===== src/rtl/core/crash_record_validator_defines.svh =====
// ----------------------------------------------------------------------------
// Crash record validator assertion macros
// Concurrent assertion wrappers, compiled away when SYNTH is defined.
// ----------------------------------------------------------------------------
`ifndef CRASH_RECORD_VALIDATOR_DEFINES_SVH
`define CRASH_RECORD_VALIDATOR_DEFINES_SVH

`ifndef SYNTH

// Checked only while out of reset.
`define CRV_ASSERT(name, prop, msg) \
	name: assert property (@(posedge clk) disable iff (!arst_n) prop) else $error(msg);

// Checked at every clock edge, reset included.
`define CRV_ASSERT_ALWAYS(name, prop, msg) \
	name: assert property (@(posedge clk) prop) else $error(msg);

`else

`define CRV_ASSERT(name, prop, msg)
`define CRV_ASSERT_ALWAYS(name, prop, msg)

`endif

`endif


===== src/rtl/core/crv_pkg.sv =====
// ----------------------------------------------------------------------------
// Crash record validator package
// Item types, record layout constants, register indexes and the CRC32C step.
// ----------------------------------------------------------------------------
package crv_pkg;

	localparam int unsigned V1_HEADER_BYTES = 40;
	localparam int unsigned V2_HEADER_BYTES = 44;
	localparam int unsigned TRAIL_BYTES     = 4;

	// Byte offsets inside a record.
	localparam int unsigned POS_CRC_START = 4;
	localparam int unsigned POS_VERSION   = 6;
	localparam int unsigned POS_PAD       = 7;
	localparam int unsigned POS_TIME      = 8;
	localparam int unsigned POS_TIME_END  = 16;
	localparam int unsigned POS_KIND      = 24;
	localparam int unsigned POS_KIND_END  = 28;
	localparam int unsigned POS_LEN       = 28;
	localparam int unsigned POS_LEN_END   = 44;

	// "KQCRSH", first byte in the lowest lane.
	localparam logic [5:0][7:0] MAGIC = 48'h4853_5243_514B;
	localparam logic [7:0] VER_ONE = 8'h31;
	localparam logic [7:0] VER_TWO = 8'h32;

	localparam logic [31:0] CRC_POLY = 32'h82F6_3B78;
	localparam logic [31:0] CRC_INIT = 32'hFFFF_FFFF;

	localparam logic [31:0] KIND_MIN = 32'd1;
	localparam logic [31:0] KIND_MAX = 32'd4;

	localparam int unsigned CFG_INDEX_W = 2;
	localparam int unsigned CFG_DATA_W  = 16;

	typedef enum logic [CFG_INDEX_W-1:0] {
		REG_FIELD_LIMIT   = 2'd0,
		REG_VERSION_LIMIT = 2'd1,
		REG_ARCH_LIMIT    = 2'd2,
		REG_RECORD_LIMIT  = 2'd3
	} cfg_reg_e_t;

	localparam logic [15:0] FIELD_LIMIT_RST   = 16'd1024;
	localparam logic [7:0]  VERSION_LIMIT_RST = 8'd64;
	localparam logic [7:0]  ARCH_LIMIT_RST    = 8'd32;
	localparam logic [15:0] RECORD_LIMIT_RST  = 16'd4096;

	typedef struct packed {
		logic [7:0]  data_byte;
		logic        last_byte;
		logic [15:0] declared_size;
	} rec_item_t;

	typedef struct packed {
		logic        valid_res;
		logic [62:0] timestamp;
	} res_item_t;

	// One reflected CRC32C byte step.
	function automatic logic [31:0] crc32c_byte(input logic [31:0] crc, input logic [7:0] b);
		logic [31:0] c;
		c = crc ^ {24'd0, b};
		for (int i = 0; i < 8; i++) begin
			c = c[0] ? ((c >> 1) ^ CRC_POLY) : (c >> 1);
		end
		return c;
	endfunction

endpackage


===== src/rtl/core/crash_record_validator.sv =====
// ----------------------------------------------------------------------------
// Crash record validator
// Streams a stored crash record byte by byte, checks header, bounds, total
// length, timestamp and trailing CRC32C, and reports one result per record.
// ----------------------------------------------------------------------------
//  Channel  Signals                         Direction  Moves
//  rec      rec_valid, rec_ready, rec_item  in         one record byte per item
//  res      res_valid, res_ready, res_item  out        one result per record
//  cfg      cfg_we, cfg_index, cfg_data     in         limit register writes
//
// One record byte is taken every cycle while rec_ready is high; the CRC32C
// byte step and field capture sit between the input register and the record
// state. After its last byte is accepted, a result passes the input register,
// the snapshot of the record, the partial length sums and the result register.
// rec_ready drops only while a last byte waits for a full result path.
// Reset is asynchronous; limits return to their defaults, no clearing pass.
// ----------------------------------------------------------------------------
`include "crash_record_validator_defines.svh"

module crash_record_validator (
	input  logic                                clk,
	input  logic                                arst_n,
	input  logic                                rec_valid,
	output logic                                rec_ready,
	input  crv_pkg::rec_item_t                  rec_item,
	output logic                                res_valid,
	input  logic                                res_ready,
	output crv_pkg::res_item_t                  res_item,
	input  logic                                cfg_we,
	input  logic [crv_pkg::CFG_INDEX_W-1:0]     cfg_index,
	input  logic [crv_pkg::CFG_DATA_W-1:0]      cfg_data
);
	import crv_pkg::*;

	// Limit registers.
	logic [15:0] field_limit_q;
	logic [7:0]  version_limit_q;
	logic [7:0]  arch_limit_q;
	logic [15:0] record_limit_q;

	// Record state.
	logic [15:0]          cnt_q;
	logic [31:0]          crc_q;
	logic [31:0]          win_q;
	logic                 hdr_ok_q;
	logic                 fmt_two_q;
	logic [7:0][7:0]      time_q;
	logic [3:0][7:0]      kind_q;
	logic [3:0][3:0][7:0] len_q;

	logic [15:0]          cnt_d;
	logic [31:0]          crc_d;
	logic [31:0]          win_d;
	logic                 hdr_ok_d;
	logic                 fmt_two_d;
	logic [7:0][7:0]      time_d;
	logic [3:0][7:0]      kind_d;
	logic [3:0][3:0][7:0] len_d;
	logic [5:0]           len_off;

	// Input stage.
	logic      vld_s1;
	rec_item_t item_s1;

	// Snapshot of a finished record.
	logic                 vld_s2;
	logic [16:0]          n_s2;
	logic [15:0]          decl_s2;
	logic                 hdr_ok_s2;
	logic                 fmt_two_s2;
	logic [63:0]          time_s2;
	logic [31:0]          kind_s2;
	logic [3:0][31:0]     len_s2;
	logic [31:0]          crc_s2;
	logic [31:0]          win_s2;

	// Check flags and partial sums.
	logic        vld_s3;
	logic        chk_s3;
	logic [32:0] sum_a_s3;
	logic [32:0] sum_b_s3;
	logic [6:0]  hdr4_s3;
	logic [15:0] decl_s3;
	logic [62:0] time_s3;

	logic      res_valid_q;
	res_item_t res_item_q;

	logic        out_free;
	logic        s3_free;
	logic        s2_free;
	logic        s1_adv;

	logic [31:0] arch_len;
	logic [6:0]  hdr4;
	logic        chk;
	logic [33:0] total;
	logic        rec_ok;

	// ------------------------------------------------------------------------
	// Flow control: only last bytes travel past the input stage.
	// ------------------------------------------------------------------------
	assign out_free  = !res_valid_q || res_ready;
	assign s3_free   = !vld_s3 || out_free;
	assign s2_free   = !vld_s2 || s3_free;
	assign s1_adv    = vld_s1 && (!item_s1.last_byte || s2_free);
	assign rec_ready = !vld_s1 || s1_adv;

	// ------------------------------------------------------------------------
	// Per-byte update of the record state.
	// ------------------------------------------------------------------------
	assign len_off = cnt_q[5:0] - 6'(POS_LEN);

	always_comb begin
		hdr_ok_d  = hdr_ok_q;
		fmt_two_d = fmt_two_q;
		time_d    = time_q;
		kind_d    = kind_q;
		len_d     = len_q;

		if (cnt_q < 16'(POS_VERSION)) begin
			if (item_s1.data_byte != MAGIC[cnt_q[2:0]]) begin
				hdr_ok_d = 1'b0;
			end
		end else if (cnt_q == 16'(POS_VERSION)) begin
			if (item_s1.data_byte != VER_ONE && item_s1.data_byte != VER_TWO) begin
				hdr_ok_d = 1'b0;
			end
			fmt_two_d = (item_s1.data_byte == VER_TWO);
		end else if (cnt_q == 16'(POS_PAD)) begin
			if (item_s1.data_byte != 8'd0) begin
				hdr_ok_d = 1'b0;
			end
		end else if (cnt_q < 16'(POS_TIME_END)) begin
			time_d[cnt_q[2:0]] = item_s1.data_byte;
		end else if (cnt_q >= 16'(POS_KIND) && cnt_q < 16'(POS_KIND_END)) begin
			kind_d[cnt_q[1:0]] = item_s1.data_byte;
		end else if (cnt_q >= 16'(POS_LEN) && cnt_q < 16'(POS_LEN_END)) begin
			len_d[len_off[3:2]][len_off[1:0]] = item_s1.data_byte;
		end

		// The newest four bytes are held back from the CRC.
		crc_d = (cnt_q >= 16'(POS_CRC_START)) ? crc32c_byte(crc_q, win_q[7:0]) : crc_q;
		win_d = {item_s1.data_byte, win_q[31:8]};
		cnt_d = (cnt_q == 16'hFFFF) ? cnt_q : cnt_q + 16'd1;
	end

	// ------------------------------------------------------------------------
	// Checks on the snapshot.
	// ------------------------------------------------------------------------
	assign arch_len = fmt_two_s2 ? len_s2[3] : 32'd0;
	assign hdr4     = fmt_two_s2 ? 7'(V2_HEADER_BYTES + TRAIL_BYTES)
	                             : 7'(V1_HEADER_BYTES + TRAIL_BYTES);

	assign chk = hdr_ok_s2
		&& n_s2 >= 17'(V1_HEADER_BYTES + TRAIL_BYTES)
		&& n_s2 <= {1'b0, record_limit_q}
		&& n_s2 == {1'b0, decl_s2}
		&& n_s2 >= {10'd0, hdr4}
		&& len_s2[0] <= {16'd0, field_limit_q}
		&& len_s2[1] <= {16'd0, field_limit_q}
		&& len_s2[2] <= {24'd0, version_limit_q}
		&& kind_s2 >= KIND_MIN && kind_s2 <= KIND_MAX
		&& arch_len <= {24'd0, arch_limit_q}
		&& !(fmt_two_s2 && arch_len == 32'd0)
		&& time_s2 != 64'd0 && !time_s2[63]
		&& win_s2 == ~crc_s2;

	assign total  = {1'b0, sum_a_s3} + {1'b0, sum_b_s3} + {27'd0, hdr4_s3};
	assign rec_ok = chk_s3 && total == {18'd0, decl_s3};

	// ------------------------------------------------------------------------
	// Control and state registers.
	// ------------------------------------------------------------------------
	always_ff @(posedge clk or negedge arst_n) begin
		if (!arst_n) begin
			field_limit_q   <= FIELD_LIMIT_RST;
			version_limit_q <= VERSION_LIMIT_RST;
			arch_limit_q    <= ARCH_LIMIT_RST;
			record_limit_q  <= RECORD_LIMIT_RST;
			cnt_q           <= '0;
			crc_q           <= CRC_INIT;
			win_q           <= '0;
			hdr_ok_q        <= 1'b1;
			fmt_two_q       <= 1'b0;
			time_q          <= '0;
			kind_q          <= '0;
			len_q           <= '0;
			vld_s1          <= 1'b0;
			vld_s2          <= 1'b0;
			vld_s3          <= 1'b0;
			res_valid_q     <= 1'b0;
		end else begin
			if (cfg_we) begin
				case (cfg_index)
					REG_FIELD_LIMIT:   field_limit_q   <= cfg_data;
					REG_VERSION_LIMIT: version_limit_q <= cfg_data[7:0];
					REG_ARCH_LIMIT:    arch_limit_q    <= cfg_data[7:0];
					REG_RECORD_LIMIT:  record_limit_q  <= cfg_data;
					default: ;
				endcase
			end

			if (rec_ready) begin
				vld_s1 <= rec_valid;
			end

			if (s1_adv) begin
				if (item_s1.last_byte) begin
					cnt_q     <= '0;
					crc_q     <= CRC_INIT;
					win_q     <= '0;
					hdr_ok_q  <= 1'b1;
					fmt_two_q <= 1'b0;
					time_q    <= '0;
					kind_q    <= '0;
					len_q     <= '0;
				end else begin
					cnt_q     <= cnt_d;
					crc_q     <= crc_d;
					win_q     <= win_d;
					hdr_ok_q  <= hdr_ok_d;
					fmt_two_q <= fmt_two_d;
					time_q    <= time_d;
					kind_q    <= kind_d;
					len_q     <= len_d;
				end
			end

			if (s2_free) begin
				vld_s2 <= s1_adv && item_s1.last_byte;
			end
			if (s3_free) begin
				vld_s3 <= vld_s2;
			end
			if (out_free) begin
				res_valid_q <= vld_s3;
			end
		end
	end

	// ------------------------------------------------------------------------
	// Payload registers.
	// ------------------------------------------------------------------------
	always_ff @(posedge clk) begin
		if (rec_ready && rec_valid) begin
			item_s1 <= rec_item;
		end

		if (s2_free && s1_adv && item_s1.last_byte) begin
			n_s2       <= {1'b0, cnt_q} + 17'd1;
			decl_s2    <= item_s1.declared_size;
			hdr_ok_s2  <= hdr_ok_d;
			fmt_two_s2 <= fmt_two_d;
			time_s2    <= time_d;
			kind_s2    <= kind_d;
			len_s2     <= len_d;
			crc_s2     <= crc_d;
			win_s2     <= win_d;
		end

		if (s3_free && vld_s2) begin
			chk_s3   <= chk;
			sum_a_s3 <= {1'b0, len_s2[0]} + {1'b0, len_s2[1]};
			sum_b_s3 <= {1'b0, len_s2[2]} + {1'b0, arch_len};
			hdr4_s3  <= hdr4;
			decl_s3  <= decl_s2;
			time_s3  <= time_s2[62:0];
		end

		if (out_free && vld_s3) begin
			res_item_q.valid_res <= rec_ok;
			res_item_q.timestamp <= rec_ok ? time_s3 : 63'd0;
		end
	end

	assign res_valid = res_valid_q;
	assign res_item  = res_item_q;

	// ------------------------------------------------------------------------
	// Assertions.
	// ------------------------------------------------------------------------
	`CRV_ASSERT(a_reject_zero_time, res_valid && !res_item.valid_res |-> res_item.timestamp == 63'd0, "rejected record carries a timestamp")
	`CRV_ASSERT(a_stall_on_last, !rec_ready |-> vld_s1 && item_s1.last_byte, "input stalled without a waiting last byte")
	`CRV_ASSERT(a_clear_after_last, s1_adv && item_s1.last_byte |=> cnt_q == 16'd0 && crc_q == CRC_INIT && hdr_ok_q, "record state not cleared after last byte")
	`CRV_ASSERT(a_count_moves, s1_adv && !item_s1.last_byte |=> cnt_q >= $past(cnt_q) && cnt_q != 16'd0, "byte count went backward within a record")
	`CRV_ASSERT_ALWAYS(a_count_idle, !s1_adv |=> cnt_q == $past(cnt_q) || !arst_n || $past(!arst_n), "byte count changed without an item")

endmodule


===== config.mk =====
export PLATFORM = sky130hd
export DESIGN_NAME = crash_record_validator
export DESIGN_NICKNAME = d
export VERILOG_FILES = /design/src/rtl/core/crv_pkg.sv /design/src/rtl/core/crash_record_validator.sv
export VERILOG_INCLUDE_DIRS = /design/src /design/src/rtl/core
export SDC_FILE = /design/constraint.sdc
export NUM_CORES = 1
export LEC_CHECK = 0
export BUFFER_PORTS_ARGS = -buffer_cell sky130_fd_sc_hd__buf_2
export CORE_AREA = 2 2 350 265
export CTS_CLUSTER_DIAMETER = 40
export CTS_CLUSTER_SIZE = 20
export DETAILED_ROUTE_END_ITERATION = 8
export DIE_AREA = 0 0 352 267
export PLACE_DENSITY = 0.69
export SETUP_SLACK_MARGIN = 0.4
export SLEW_MARGIN = 30
export SYNTH_ARGS = -nofsm -noshare
export SYNTH_HDL_FRONTEND = slang
export SYNTH_SLANG_ARGS = --single-unit
export TNS_END_PERCENT = 100

===== constraint.sdc =====
create_clock -name clk -period 39.3 [get_ports clk]
set_input_delay 5.895 -clock clk [delete_from_list [all_inputs] [get_ports clk]]
set_output_delay 5.895 -clock clk [all_outputs]
set_load 0.01 [all_outputs]

==> flow_summary_export.csv <==
group,metric,value,unit
floorplan,dieArea,94000,sq um
routing,drtIter0Drc,3681,
critical_path,endpoint_kind,"primary output",
logic_synthesis,synth.distinct_cells,80,
floorplan,die_w,352,microns
routing,post-route-drc-count,0,
critical_path,crit_type,"in -> out",
placed_design,port_buffers,113,
logic_synthesis,async_flop_share,39.0,%
clocking,cts_buffers,106,
clocking,cts_setup_buffers,0,
grt,use_met3,4.29,%
clocking,clock_path_buffers,3,
outcome,outcome,"complete, no violations",
sta,setup_tns,0,ns
routing,wl_per_cell,22.7,microns
clocking,clkLatencyLatePin,0.69,ns
clocking,root_buffer,"clkbuf_16",
routing,routed_wl,121000,microns
sta,slew_violations,0,
floorplan,io_pins,114,
finish,final_cells,5309,
logic_synthesis,ys_seq_area_share,57.3,%
logic_synthesis,ys_warn_count,0,
finish,drive_gt1_share,14.4,%
routing,final_antenna_net_count,0,
critical_path,worstPathArrival,7.09,ns
pwr,p_leak,20.0,nW
grt,grt_pass1_wl,184000,microns
grt,overflow,0,
pwr,p_per_area,54.1,nW/um^2
finish,syn2layout_area_growth,12.4,%
grt,grt_antenna_before_repair,6,
floorplan,dieHeight,267,microns
sta,finalSetupViolCount,0,
clocking,ctsResizeCount,0,
routing,vias,31572,
pwr,power,2.74,mW
run,maxCapViolations,0,
logic_synthesis,synth_area,45100,sq um
logic_synthesis,syn_avg_cell_area,11.5,sq um
pwr,vdd_drop_max,0.0000468,V
grt,top_usage_layer,"met1",
logic_synthesis,yosysTopAreaCell,"edfxtp_1",
routing,viasPerCell,5.95,
logic_synthesis,postSynthRegisterBits,918,
clocking,cts_max_level,3,
sta,period_needed,12.99,ns
finish,multi_input_area,18200,sq um
logic_synthesis,synthTopCellsByArea,"edfxtp_1 37%, dfrtp_1 18%, ha_1 5.5%",
finish,nFillCells,7434,
floorplan,start_util,49.7,%
grt,grt_pass1_vias,29917,
clocking,path_clk_slew,0.07,ns
placed_design,dp.cells,5106,
critical_path,cp-start-kind,"input pin",
placed_design,post-dp-hpwl,81400,microns
sta,fmax,77.0,MHz
worst_hold_path,worst_hold_path_type,"reg -> reg",
logic_synthesis,yosysTopAreaCellShare,37.3,%
grt,grtUsageTotal,25.4,%
logic_synthesis,synth_edf_count,560,
sta,holdWs,0.412,ns
sta,rsz0062_at_grt,"false",
placed_design,gp_congestion,0.943,
grt,grt_util_met1,38.6,%
clocking,clock_sinks,918,
clocking,cts_tree,"done",
critical_path,required,33.40,ns
sta,hold_viol_final,0,
logic_synthesis,syn-num-nets,4170,
finish,diodes,0,
clocking,cts_hold_buf,0,
sta,worst_clock_skew,0.0321,ns
sta,relSlewSlack,30.5,%
logic_synthesis,synthFlopType,"edfxtp_1",
sta,fin_crit_sh,33.0,%
floorplan,rows,96,
routing,first_pass_iters,6,
critical_path,cp_max_fo,4,
finish,seq_area,25800,sq um
floorplan,coreArea,90700,sq um
grt,grt_util_met2,37.8,%
sta,worst_pin_slew,1.03,ns
grt,grt_max_degree,134,
finish,fin_nets,4243,
logic_synthesis,synthCells,3917,
[through the flow]
stage          cell area, sq um  setup WS, ns  util (%)
3_5_place_dp              46800         26.28      51.7
3_3_place_gp              46800         26.29      51.6
2_1_floorplan             45100         18.74         -
5_1_grt                   50700         26.21      55.9
6_report                  50700         26.31      55.9
4_1_cts                   50600         26.29      55.8
[kinds of logic after synthesis]
| family | after synthesis | share of synthesized area [%] |
|---|---|---|
| simple gates | 1133 | 13.0 |
| fa+ha+maj | 205 | 5.79 |
| xor+xnor | 227 | 4.41 |
| flops | 918 | 57.3 |
| buf+inv | 283 | 2.50 |
| compound gates | 1038 | 14.2 |
| mux | 113 | 2.84 |
[power breakdown]
group          internal [mW]  switching (mW)  total [mW]
registers               1.14          0.0538        1.19
logic                  0.198           0.319       0.516
clock network          0.603           0.429        1.03
total                   1.94           0.802        2.74
[sequential cells by signal, indices dropped and copies added, names as in the netlist, 17 cells and up]
register / flops
kind_q: 32
len_s2: 128
res_item: 64
time_s2: 64
time_q: 64
sum_a_s3: 33
n_s2: 17
sum_b_s3: 33
crc_s2: 32
item_s1: 25
crc_q: 32
time_s3: 63
len_q: 128
kind_s2: 32
win_q: 32
win_s2: 32
[layout make-up]
| type | instances | share of cell area (%) |
|---|---|---|
| tap | 1225 | 3.03 |
| clock buffer | 131 | 5.83 |
| inverter | 83 | 0.615 |
| timing repair buffer | 165 | 2.07 |
| sequential | 918 | 51.0 |
| multi-input combinational | 2716 | 35.9 |
| clock inverter | 71 | 1.59 |
[routing by layer]
layer / vias to the layer above / share of wire (%)
met2: 1195 / 44
met5: - / 0
met4: 0 / 2.2
met1: 15693 / 46
met3: 169 / 8.1
li1: 14515 / -
[critical path, cell delays in order]
cell	delay (ns)
buf_2	0.10
nor2b_1	0.31
and3_1	0.32
nand3_1	0.24
buf_2	0.23
[placed cells by master (no fill, tap or decap), drive strengths merged, types with 7 or more instances in the layout]
cell type  instances
dfstp             37
nor4b             64
clkbuf           131
nor3              31
a21o              34
o21a              18
ha               199
o22a              31
edfxtp           560
or2                9
a22oi             57
buf              165
nor2             148
o31ai              7
clkinvlp           9
a21oi            123
nor2b             27
nand4             45
nand2b            29
and2              40
clkinv            24
nand3             34
nor4              61
a31oi             21
o21ai            486
nand3b            38
xor2              89
o21bai            12
inv              113
bufinv             8
a211oi            20
xnor2            138
a22o              26
dfrtp            321
mux2             108
a21boi           156
nand2            564
and3              17
[path summary, 6_finish.rpt]
check	start	to	slack, ns	cells past startpoint
worst min-delay path	item_s1[12]	decl_s2[12]	0.41	0
min in group asynchronous	arst_n	arch_limit_q[7]	5.11	1
worst max register to register	hdr4_s3[3]	res_item[2]	33.55	15
max in group asynchronous	arst_n	kind_q[4]	32.06	4
worst max-delay path	res_ready	rec_ready	26.31	5
worst min register to register	item_s1[12]	decl_s2[12]	0.41	0
[synth_stat cells (5+ instances only)]
master	number
and2_1	39
o22a_1	31
buf_1	6
edfxtp_1	560
o22ai_1	5
nand2b_1	29
buf_2	17
nor4b_1	5
and4_1	5
o21ai_0	484
and3_1	17
nand4_1	44
o21bai_1	12
xnor2_1	138
nand2_1	563
ha_1	199
fa_1	6
o211ai_1	6
nor4b_2	59
nor2_1	148
a211o_1	5
or3_1	6
dfrtp_1	321
or4_1	6
nand3b_1	38
a22oi_1	57
nor3b_1	6
a211oi_1	20
a22o_1	26
or2_2	9
a21boi_0	155
dfstp_2	37
mux2_2	108
nor3_1	31
xor2_1	89
a31oi_1	21
o21a_1	18
a21oi_1	122
nor4_1	61
clkbuf_1	169
inv_1	81
o31ai_1	7
nand3_1	34
a21o_1	34
nor2b_1	27
Power figures use the tool's default switching activity.
